### src/hw/rtl/bgzf_pkg.sv
// Shared definitions for the BGZF block framer: status codes, header
// constants and the result record. No dependencies.
package bgzf_pkg;

    localparam int MAX_BLOCK_BYTES_DEF = 65536;
    localparam int BYTE_W   = 8;
    localparam int STATUS_W = 4;
    localparam int BSIZE_W  = 16;

    // Status codes reported with each byte
    localparam logic [STATUS_W-1:0] ST_OK     = 4'd0;
    localparam logic [STATUS_W-1:0] ST_ID1    = 4'd1;
    localparam logic [STATUS_W-1:0] ST_ID2    = 4'd2;
    localparam logic [STATUS_W-1:0] ST_CM     = 4'd3;
    localparam logic [STATUS_W-1:0] ST_FLG    = 4'd4;
    localparam logic [STATUS_W-1:0] ST_XLEN   = 4'd5;
    localparam logic [STATUS_W-1:0] ST_SI1    = 4'd6;
    localparam logic [STATUS_W-1:0] ST_SI2    = 4'd7;
    localparam logic [STATUS_W-1:0] ST_SLEN   = 4'd8;
    localparam logic [STATUS_W-1:0] ST_BSIZE  = 4'd9;
    localparam logic [STATUS_W-1:0] ST_HALTED = 4'd10;

    // Expected header field values
    localparam logic [BYTE_W-1:0]  HDR_ID1  = 8'd31;
    localparam logic [BYTE_W-1:0]  HDR_ID2  = 8'd139;
    localparam logic [BYTE_W-1:0]  HDR_CM   = 8'd8;
    localparam logic [BYTE_W-1:0]  HDR_FLG  = 8'd4;
    localparam logic [15:0]        HDR_XLEN = 16'd6;
    localparam logic [BYTE_W-1:0]  HDR_SI1  = 8'd66;
    localparam logic [BYTE_W-1:0]  HDR_SI2  = 8'd67;
    localparam logic [15:0]        HDR_SLEN = 16'h0002;
    localparam logic [BSIZE_W-1:0] MIN_BSIZE = 16'd26;

    // Byte positions within the header
    localparam int HDR_LEN = 18;
    localparam logic [4:0] POS_ID1    = 5'd0;
    localparam logic [4:0] POS_ID2    = 5'd1;
    localparam logic [4:0] POS_CM     = 5'd2;
    localparam logic [4:0] POS_FLG    = 5'd3;
    localparam logic [4:0] POS_XLEN_L = 5'd10;
    localparam logic [4:0] POS_XLEN_H = 5'd11;
    localparam logic [4:0] POS_SI1    = 5'd12;
    localparam logic [4:0] POS_SI2    = 5'd13;
    localparam logic [4:0] POS_SLEN_L = 5'd14;
    localparam logic [4:0] POS_SLEN_H = 5'd15;
    localparam logic [4:0] POS_BSZ_L  = 5'd16;
    localparam logic [4:0] POS_BSZ_H  = 5'd17;

    typedef struct packed {
        logic [BYTE_W-1:0]   out_byte;
        logic                out_valid;
        logic                block_first;
        logic                block_last;
        logic [STATUS_W-1:0] status;
    } result_t;

endpackage

### src/hw/rtl/bgzf_block_framer.sv
// BGZF block framer top level: header checks, block counter and a
// two-entry output buffer. Depends on bgzf_pkg.
//
// Results are registered in the output register or the skid entry.
// Throughput: one byte per cycle while the skid entry is empty; set by
// the combinational header compare and position counter.
// Reset: synchronous, active low; clears position, captured size, held
// low byte, the halted flag and both output entries' valid flags.
module bgzf_block_framer #(
    parameter int MAX_BLOCK_BYTES = bgzf_pkg::MAX_BLOCK_BYTES_DEF
) (
    input  logic                           aclk,
    input  logic                           aresetn,
    input  logic                           s_valid,
    output logic                           s_ready,
    input  logic [bgzf_pkg::BYTE_W-1:0]    s_in_byte,
    output logic                           m_valid,
    input  logic                           m_ready,
    output logic [bgzf_pkg::BYTE_W-1:0]    m_out_byte,
    output logic                           m_out_valid,
    output logic                           m_block_first,
    output logic                           m_block_last,
    output logic [bgzf_pkg::STATUS_W-1:0]  m_status
);
    import bgzf_pkg::*;

    localparam int POS_W = $clog2(MAX_BLOCK_BYTES);

    logic [POS_W-1:0]   pos_reg, pos_next;
    logic [BSIZE_W-1:0] bsize_reg, bsize_next;
    logic [BYTE_W-1:0]  low_reg, low_next;
    logic               halted_reg, halted_next;

    result_t res;
    result_t out_reg, skid_reg;
    logic    out_valid_reg, skid_valid_reg;
    logic    accept;
    logic [15:0] word;

    assign s_ready = !skid_valid_reg;
    assign accept  = s_valid && s_ready;
    assign word    = {s_in_byte, low_reg};

    // Check the header and advance the block position for one byte
    always_comb begin
        pos_next    = pos_reg;
        bsize_next  = bsize_reg;
        low_next    = low_reg;
        halted_next = halted_reg;
        res         = '0;
        if (halted_reg) begin
            res.status = ST_HALTED;
        end else begin
            res.out_byte    = s_in_byte;
            res.out_valid   = 1'b1;
            res.block_first = (pos_reg == '0);
            res.status      = ST_OK;
            if (32'(pos_reg) < HDR_LEN) begin
                case (pos_reg[4:0])
                    POS_ID1: if (s_in_byte != HDR_ID1) res.status = ST_ID1;
                    POS_ID2: if (s_in_byte != HDR_ID2) res.status = ST_ID2;
                    POS_CM:  if (s_in_byte != HDR_CM)  res.status = ST_CM;
                    POS_FLG: if (s_in_byte != HDR_FLG) res.status = ST_FLG;
                    POS_XLEN_L, POS_SLEN_L, POS_BSZ_L: low_next = s_in_byte;
                    POS_XLEN_H: if (word != HDR_XLEN) res.status = ST_XLEN;
                    POS_SI1: if (s_in_byte != HDR_SI1) res.status = ST_SI1;
                    POS_SI2: if (s_in_byte != HDR_SI2) res.status = ST_SI2;
                    POS_SLEN_H: if (word != HDR_SLEN) res.status = ST_SLEN;
                    POS_BSZ_H: begin
                        bsize_next = word;
                        if (word < MIN_BSIZE ||
                            {1'b0, word} >= 17'(MAX_BLOCK_BYTES)) begin
                            res.status = ST_BSIZE;
                        end
                    end
                    default: ;
                endcase
            end else if (16'(pos_reg) >= bsize_reg) begin
                res.block_last = 1'b1;
            end
            // Halt on the first failed check
            if (res.status != ST_OK) begin
                halted_next    = 1'b1;
                res.block_last = 1'b0;
            end
            pos_next = res.block_last ? '0 : pos_reg + POS_W'(1);
        end
    end

    // Hold framer state; update only on an accepted request
    always_ff @(posedge aclk) begin
        if (!aresetn) begin
            pos_reg    <= '0;
            bsize_reg  <= '0;
            low_reg    <= '0;
            halted_reg <= 1'b0;
        end else if (accept) begin
            pos_reg    <= pos_next;
            bsize_reg  <= bsize_next;
            low_reg    <= low_next;
            halted_reg <= halted_next;
        end
    end

    // Advance the output register and skid entry valid flags
    always_ff @(posedge aclk) begin
        if (!aresetn) begin
            out_valid_reg  <= 1'b0;
            skid_valid_reg <= 1'b0;
        end else if (out_valid_reg && m_ready) begin
            if (skid_valid_reg) begin
                skid_valid_reg <= 1'b0;
            end else if (!accept) begin
                out_valid_reg <= 1'b0;
            end
        end else if (!out_valid_reg) begin
            if (accept) out_valid_reg <= 1'b1;
        end else if (accept) begin
            skid_valid_reg <= 1'b1;
        end
    end

    // Load result payloads
    always_ff @(posedge aclk) begin
        if (out_valid_reg && m_ready) begin
            if (skid_valid_reg) begin
                out_reg <= skid_reg;
            end else if (accept) begin
                out_reg <= res;
            end
        end else if (!out_valid_reg) begin
            if (accept) out_reg <= res;
        end else if (accept) begin
            skid_reg <= res;
        end
    end

    assign m_valid       = out_valid_reg;
    assign m_out_byte    = out_reg.out_byte;
    assign m_out_valid   = out_reg.out_valid;
    assign m_block_first = out_reg.block_first;
    assign m_block_last  = out_reg.block_last;
    assign m_status      = out_reg.status;

endmodule
### config.mk
export PLATFORM = sky130hd
export DESIGN_NAME = bgzf_block_framer
export DESIGN_NICKNAME = d
export VERILOG_FILES = /design/src/hw/rtl/bgzf_pkg.sv /design/src/hw/rtl/bgzf_block_framer.sv
export SDC_FILE = /design/constraint.sdc
export NUM_CORES = 1
export LEC_CHECK = 0
export ABC_AREA = 1
export BUFFER_PORTS_ARGS = -buffer_cell sky130_fd_sc_hd__buf_2
export CORE_MARGIN = 2
export CORE_UTILIZATION = 60
export CTS_BUF_LIST = sky130_fd_sc_hd__clkbuf_8
export DETAILED_ROUTE_END_ITERATION = 10
export PLACE_DENSITY_LB_ADDON = 0.12
export SETUP_SLACK_MARGIN = 0.05
export SLEW_MARGIN = 20
export SYNTH_ARGS = -nofsm -noshare
export SYNTH_HDL_FRONTEND = slang
export SYNTH_SLANG_ARGS = --single-unit
export TNS_END_PERCENT = 30
### constraint.sdc
create_clock -name aclk -period 3.9 [get_ports aclk]
set_input_delay 0.195 -clock aclk [delete_from_list [all_inputs] [get_ports aclk]]
set_output_delay 0.195 -clock aclk [all_outputs]
set_load 0.05 [all_outputs]
==> run summary <==
The run finished with clean final reports. The remaining design rule violation count is 0. Across every metal layer, demand over resource in global routing totals 24.3%.

The worst reg2reg path depth came out at 8. The data required time at the worst endpoint is 4120 ps. The multi-input combinational cells in the finished layout cover a total of 1820 sq um.

The net switching power figure came out at 0.544 mW. The largest fanout of any net on the critical path came out at 24. Entering global routing, the biggest net connects 39 pins. Measured along the y axis, the die boundary spans 85.0 um. In this run the clock root is driven by a clkbuf_8. The half-perimeter wire length after placement came out at 6370 um. In this run the power density over the cells is 414 nW/um^2. The top flip-flop cell by instance count after synthesis is dfxtp_1.

The post-synthesis sequential area ratio came out at 44.8%. The global placer's final weighted congestion is 0.952. The worst setup path is launched from a flip-flop. The post-synthesis instance total came out at 511. Sequential cells burn 49.0% of the power. The global-route wire length before repair is 14000 um. The antenna diode instance count came out at 0.

Buffers added to address setup during post-CTS repair amount to 0. The I/O pin count is 29. The kind of capture point of the worst setup path is a flip-flop. The initial antenna violation count was 0. The floorplan row count came out at 29. At the placement stage, the worst setup path has a slack of 1220 ps. The slew of the pin with the lowest slew margin is 749 ps.

The fraction of power consumed by combinational cells came out at 17.8%. Across the VDD grid, the largest voltage drop is 0.000328 V. The number of nets still failing antenna checks after routing came out at 0. The endpoint identified for the worst register-to-register timing path is bsize_reg[6]$_SDFFE_PN0P_.

The cell area reported after detailed placement came out at 4110 sq um. The final worst slack came out at 1180 ps. The average instance in the mapped netlist occupies 7.70 sq um. The via count came out at 3406. The biggest area contributor in the post-synthesis netlist is edfxtp_1. Wires add up to 8500 um. The reg-to-reg setup timing slack is 1180 ps. The die covers 7220 sq um. Counting instances, the worst hold path has a depth of 3. The ratio of routed vias to standard cells came out at 5.50. Setup repair after global routing left no endpoint under its margin. The die width is 85.0 um. Counting flops with an async set or reset pin after synthesis yields a share of 0%.

After synthesis the netlist holds a flip-flop and latch count of 73. The routed wire length per instance is 13.7 um. The startpoint identified for the worst register-to-register timing path is skid_valid_reg$_SDFFE_PP0P_. Summed over all cells, the static leakage comes to 1.99 nW. Once layout is complete, the utilization of the core stands at 67.8%. The switching power share of the total came out at 30.5%. The number of buffers added on ports came out at 28. The max-capacitance violation count is 0. Among all cell types in the netlist, the one instantiated most often is nand2_1. For the worst-skew pair, the clock arrives at the later sink with an insertion delay of 350 ps. The clock sink count is 73.

The post-synthesis net count came out at 544. The area growth from synthesis to layout is 9.41%. The number of H-tree branching levels is 3.

The sequential cells in the finished layout cover a total of 1760 sq um. The number of optimization iterations in the first detailed-route pass is 6. The core region area is 6350 sq um. After clock tree synthesis, the clock-pin slew on the worst setup and hold paths is 80 ps. The worst slew margin relative to its limit is 50.0%. The terminating pin of the worst hold path is skid_valid_reg$_SDFFE_PP0P_. The TritonCTS clock tree is yes. The maximum clock insertion buffer count came out at 2. The number of flops mapped to enable cells by yosys came out at 30. The count of hold-fix buffers inserted at cts came out at 0. The type of the worst setup path is reg2reg. The internal power of the cells totals 1.24 mW. The final net count came out at 570.

The number of global-route vias before repair came out at 3086. The commonest cells after synthesis are nand2_1 (92), nor2_1 (76), inv_1 (72), a21oi_1 (43), dfxtp_1 (43). Setup total negative slack on the finished layout was measured at 0 ps.

The final count of negative-setup-slack endpoints is 0. In this run, distinct cell masters in the synthesized netlist total 34. After routing the design area is 4310 sq um. The first routing iteration left 149 violations.

The initial core utilization came out at 62.0%. The max-slew violation count was 0. The signal arrival time at the worst endpoint came out at 2940 ps. In this run, CTS created clock tree buffers numbering 9. The post-layout minimum cycle time is 2720 ps.

In this run the most critical hold path is launched from s_valid. The ratio of cells with drive above 1 in the final layout came out at 12.9%. Summed over all layers, the global routing overflow is 0. The cell area that synthesis handed to floorplanning was 3940 sq um.

The final-report hold violation count is 0. The post-cts resize count came out at 0. The share of the synthesized area in the top cell type came out at 22.9%. The final clock skew came out at 10.3 ps. The maximum clock rate is 368 MHz. The proportion of power drawn by the clock network came out at 33.2%.

The fill cell instance count of the final layout is 562. Dividing the final minimum period by the clock period gives 69.8%. The worst min-delay path class is in2reg.

The warning count from the yosys run is 0. In the post-synthesis netlist, the biggest area contributors are edfxtp_1 (23%), dfxtp_1 (22%), nand2_1 (8.8%), nor2_1 (7.2%), inv_1 (6.9%).
[worst max-delay path, stage by stage (launching register included)]
cell and delay (ps):
dfxtp_1 330, inv_2 70, nand2_2 170, nor2_2 480
inv_1 290, nor3_4 660, inv_1 300, o21ai_0 230
a21oi_1 60
[worst max path at each step]
stage | start | end | slack (ps) | cells past startpoint
after detailed placement | skid_valid_reg$_SDFFE_PP0P_ | bsize_reg[3]$_SDFFE_PN0P_ | 1220 | 8
after floorplan | m_valid$_SDFFE_PN0P_ | skid_reg[0]$_DFFE_PP_ | 1730 | 4
final | skid_valid_reg$_SDFFE_PP0P_ | bsize_reg[6]$_SDFFE_PN0P_ | 1180 | 8
after global placement | skid_valid_reg$_SDFFE_PP0P_ | bsize_reg[6]$_SDFFE_PN0P_ | 1430 | 8
after global routing | skid_valid_reg$_SDFFE_PP0P_ | bsize_reg[4]$_SDFFE_PN0P_ | 860 | 8
after CTS | skid_valid_reg$_SDFFE_PP0P_ | bsize_reg[6]$_SDFFE_PN0P_ | 1210 | 8
[layout make-up]
type	count	share of cell area [%]
Clock inverter	6	1.37
Clock buffer	10	3.20
Multi-Input combinational cell	347	42.2
Tap cell	77	2.24
Sequential cell	73	40.9
Timing Repair Buffer	28	3.25
Inverter	78	6.80
[through the flow]
step,instances,hold slack (ps),power [mW]
after floorplan,511,338,1.14
after global placement,603,456,1.20
after detailed placement,603,465,1.21
after CTS,619,94.4,1.79
after global routing,619,143,1.85
final,619,106,1.78
[power by group through the flow]
stage | sequential (mW) | clock [mW] | combinational [mW]
3_5_place_dp | 0.893 | 0 | 0.316
4_1_cts | 0.875 | 0.600 | 0.317
2_1_floorplan | 0.996 | 0 | 0.141
3_3_place_gp | 0.890 | 0 | 0.310
5_1_grt | 0.881 | 0.630 | 0.344
6_report | 0.875 | 0.592 | 0.317
[cell usage in the layout (no fill, tap or decap), types with 3 or more instances in the layout]
cell	netlist	routed
nand2_1	92	92
nor2_1	76	75
inv_1	72	73
a21oi_1	43	43
dfxtp_1	43	43
o21ai_0	35	35
edfxtp_1	30	30
buf_2	4	28
nand3_1	24	24
ha_1	21	21
o22ai_1	13	13
nand4_1	10	10
clkbuf_8	0	10
nor2_2	6	7
inv_2	6	6
nor3_1	3	3
nand3_2	3	3
xor2_1	3	3
[cell families (layout without fill, tap and decap cells)]
kind of cell / count (synthesis) / after routing / synth area share, %
AO/OA/AOI/OAI: 97 / 97 / 13.2
flip-flops: 73 / 73 / 44.8
XOR/XNOR: 3 / 3 / 0.668
adder cells (fa/ha/maj): 21 / 21 / 6.68
AND/OR/NAND/NOR: 226 / 226 / 25.6
buffers and inverters: 91 / 122 / 9.09
[per-layer routing]
metal  vias up  track usage [%]  routed length, um
li1       1735                -                  -
met1      1583             30.9               3860
met2        71             41.5               4190
met3        17             3.89                306
met4         0             9.81                148
met5         -                0                  0
(Power assumes the default switching activity.)
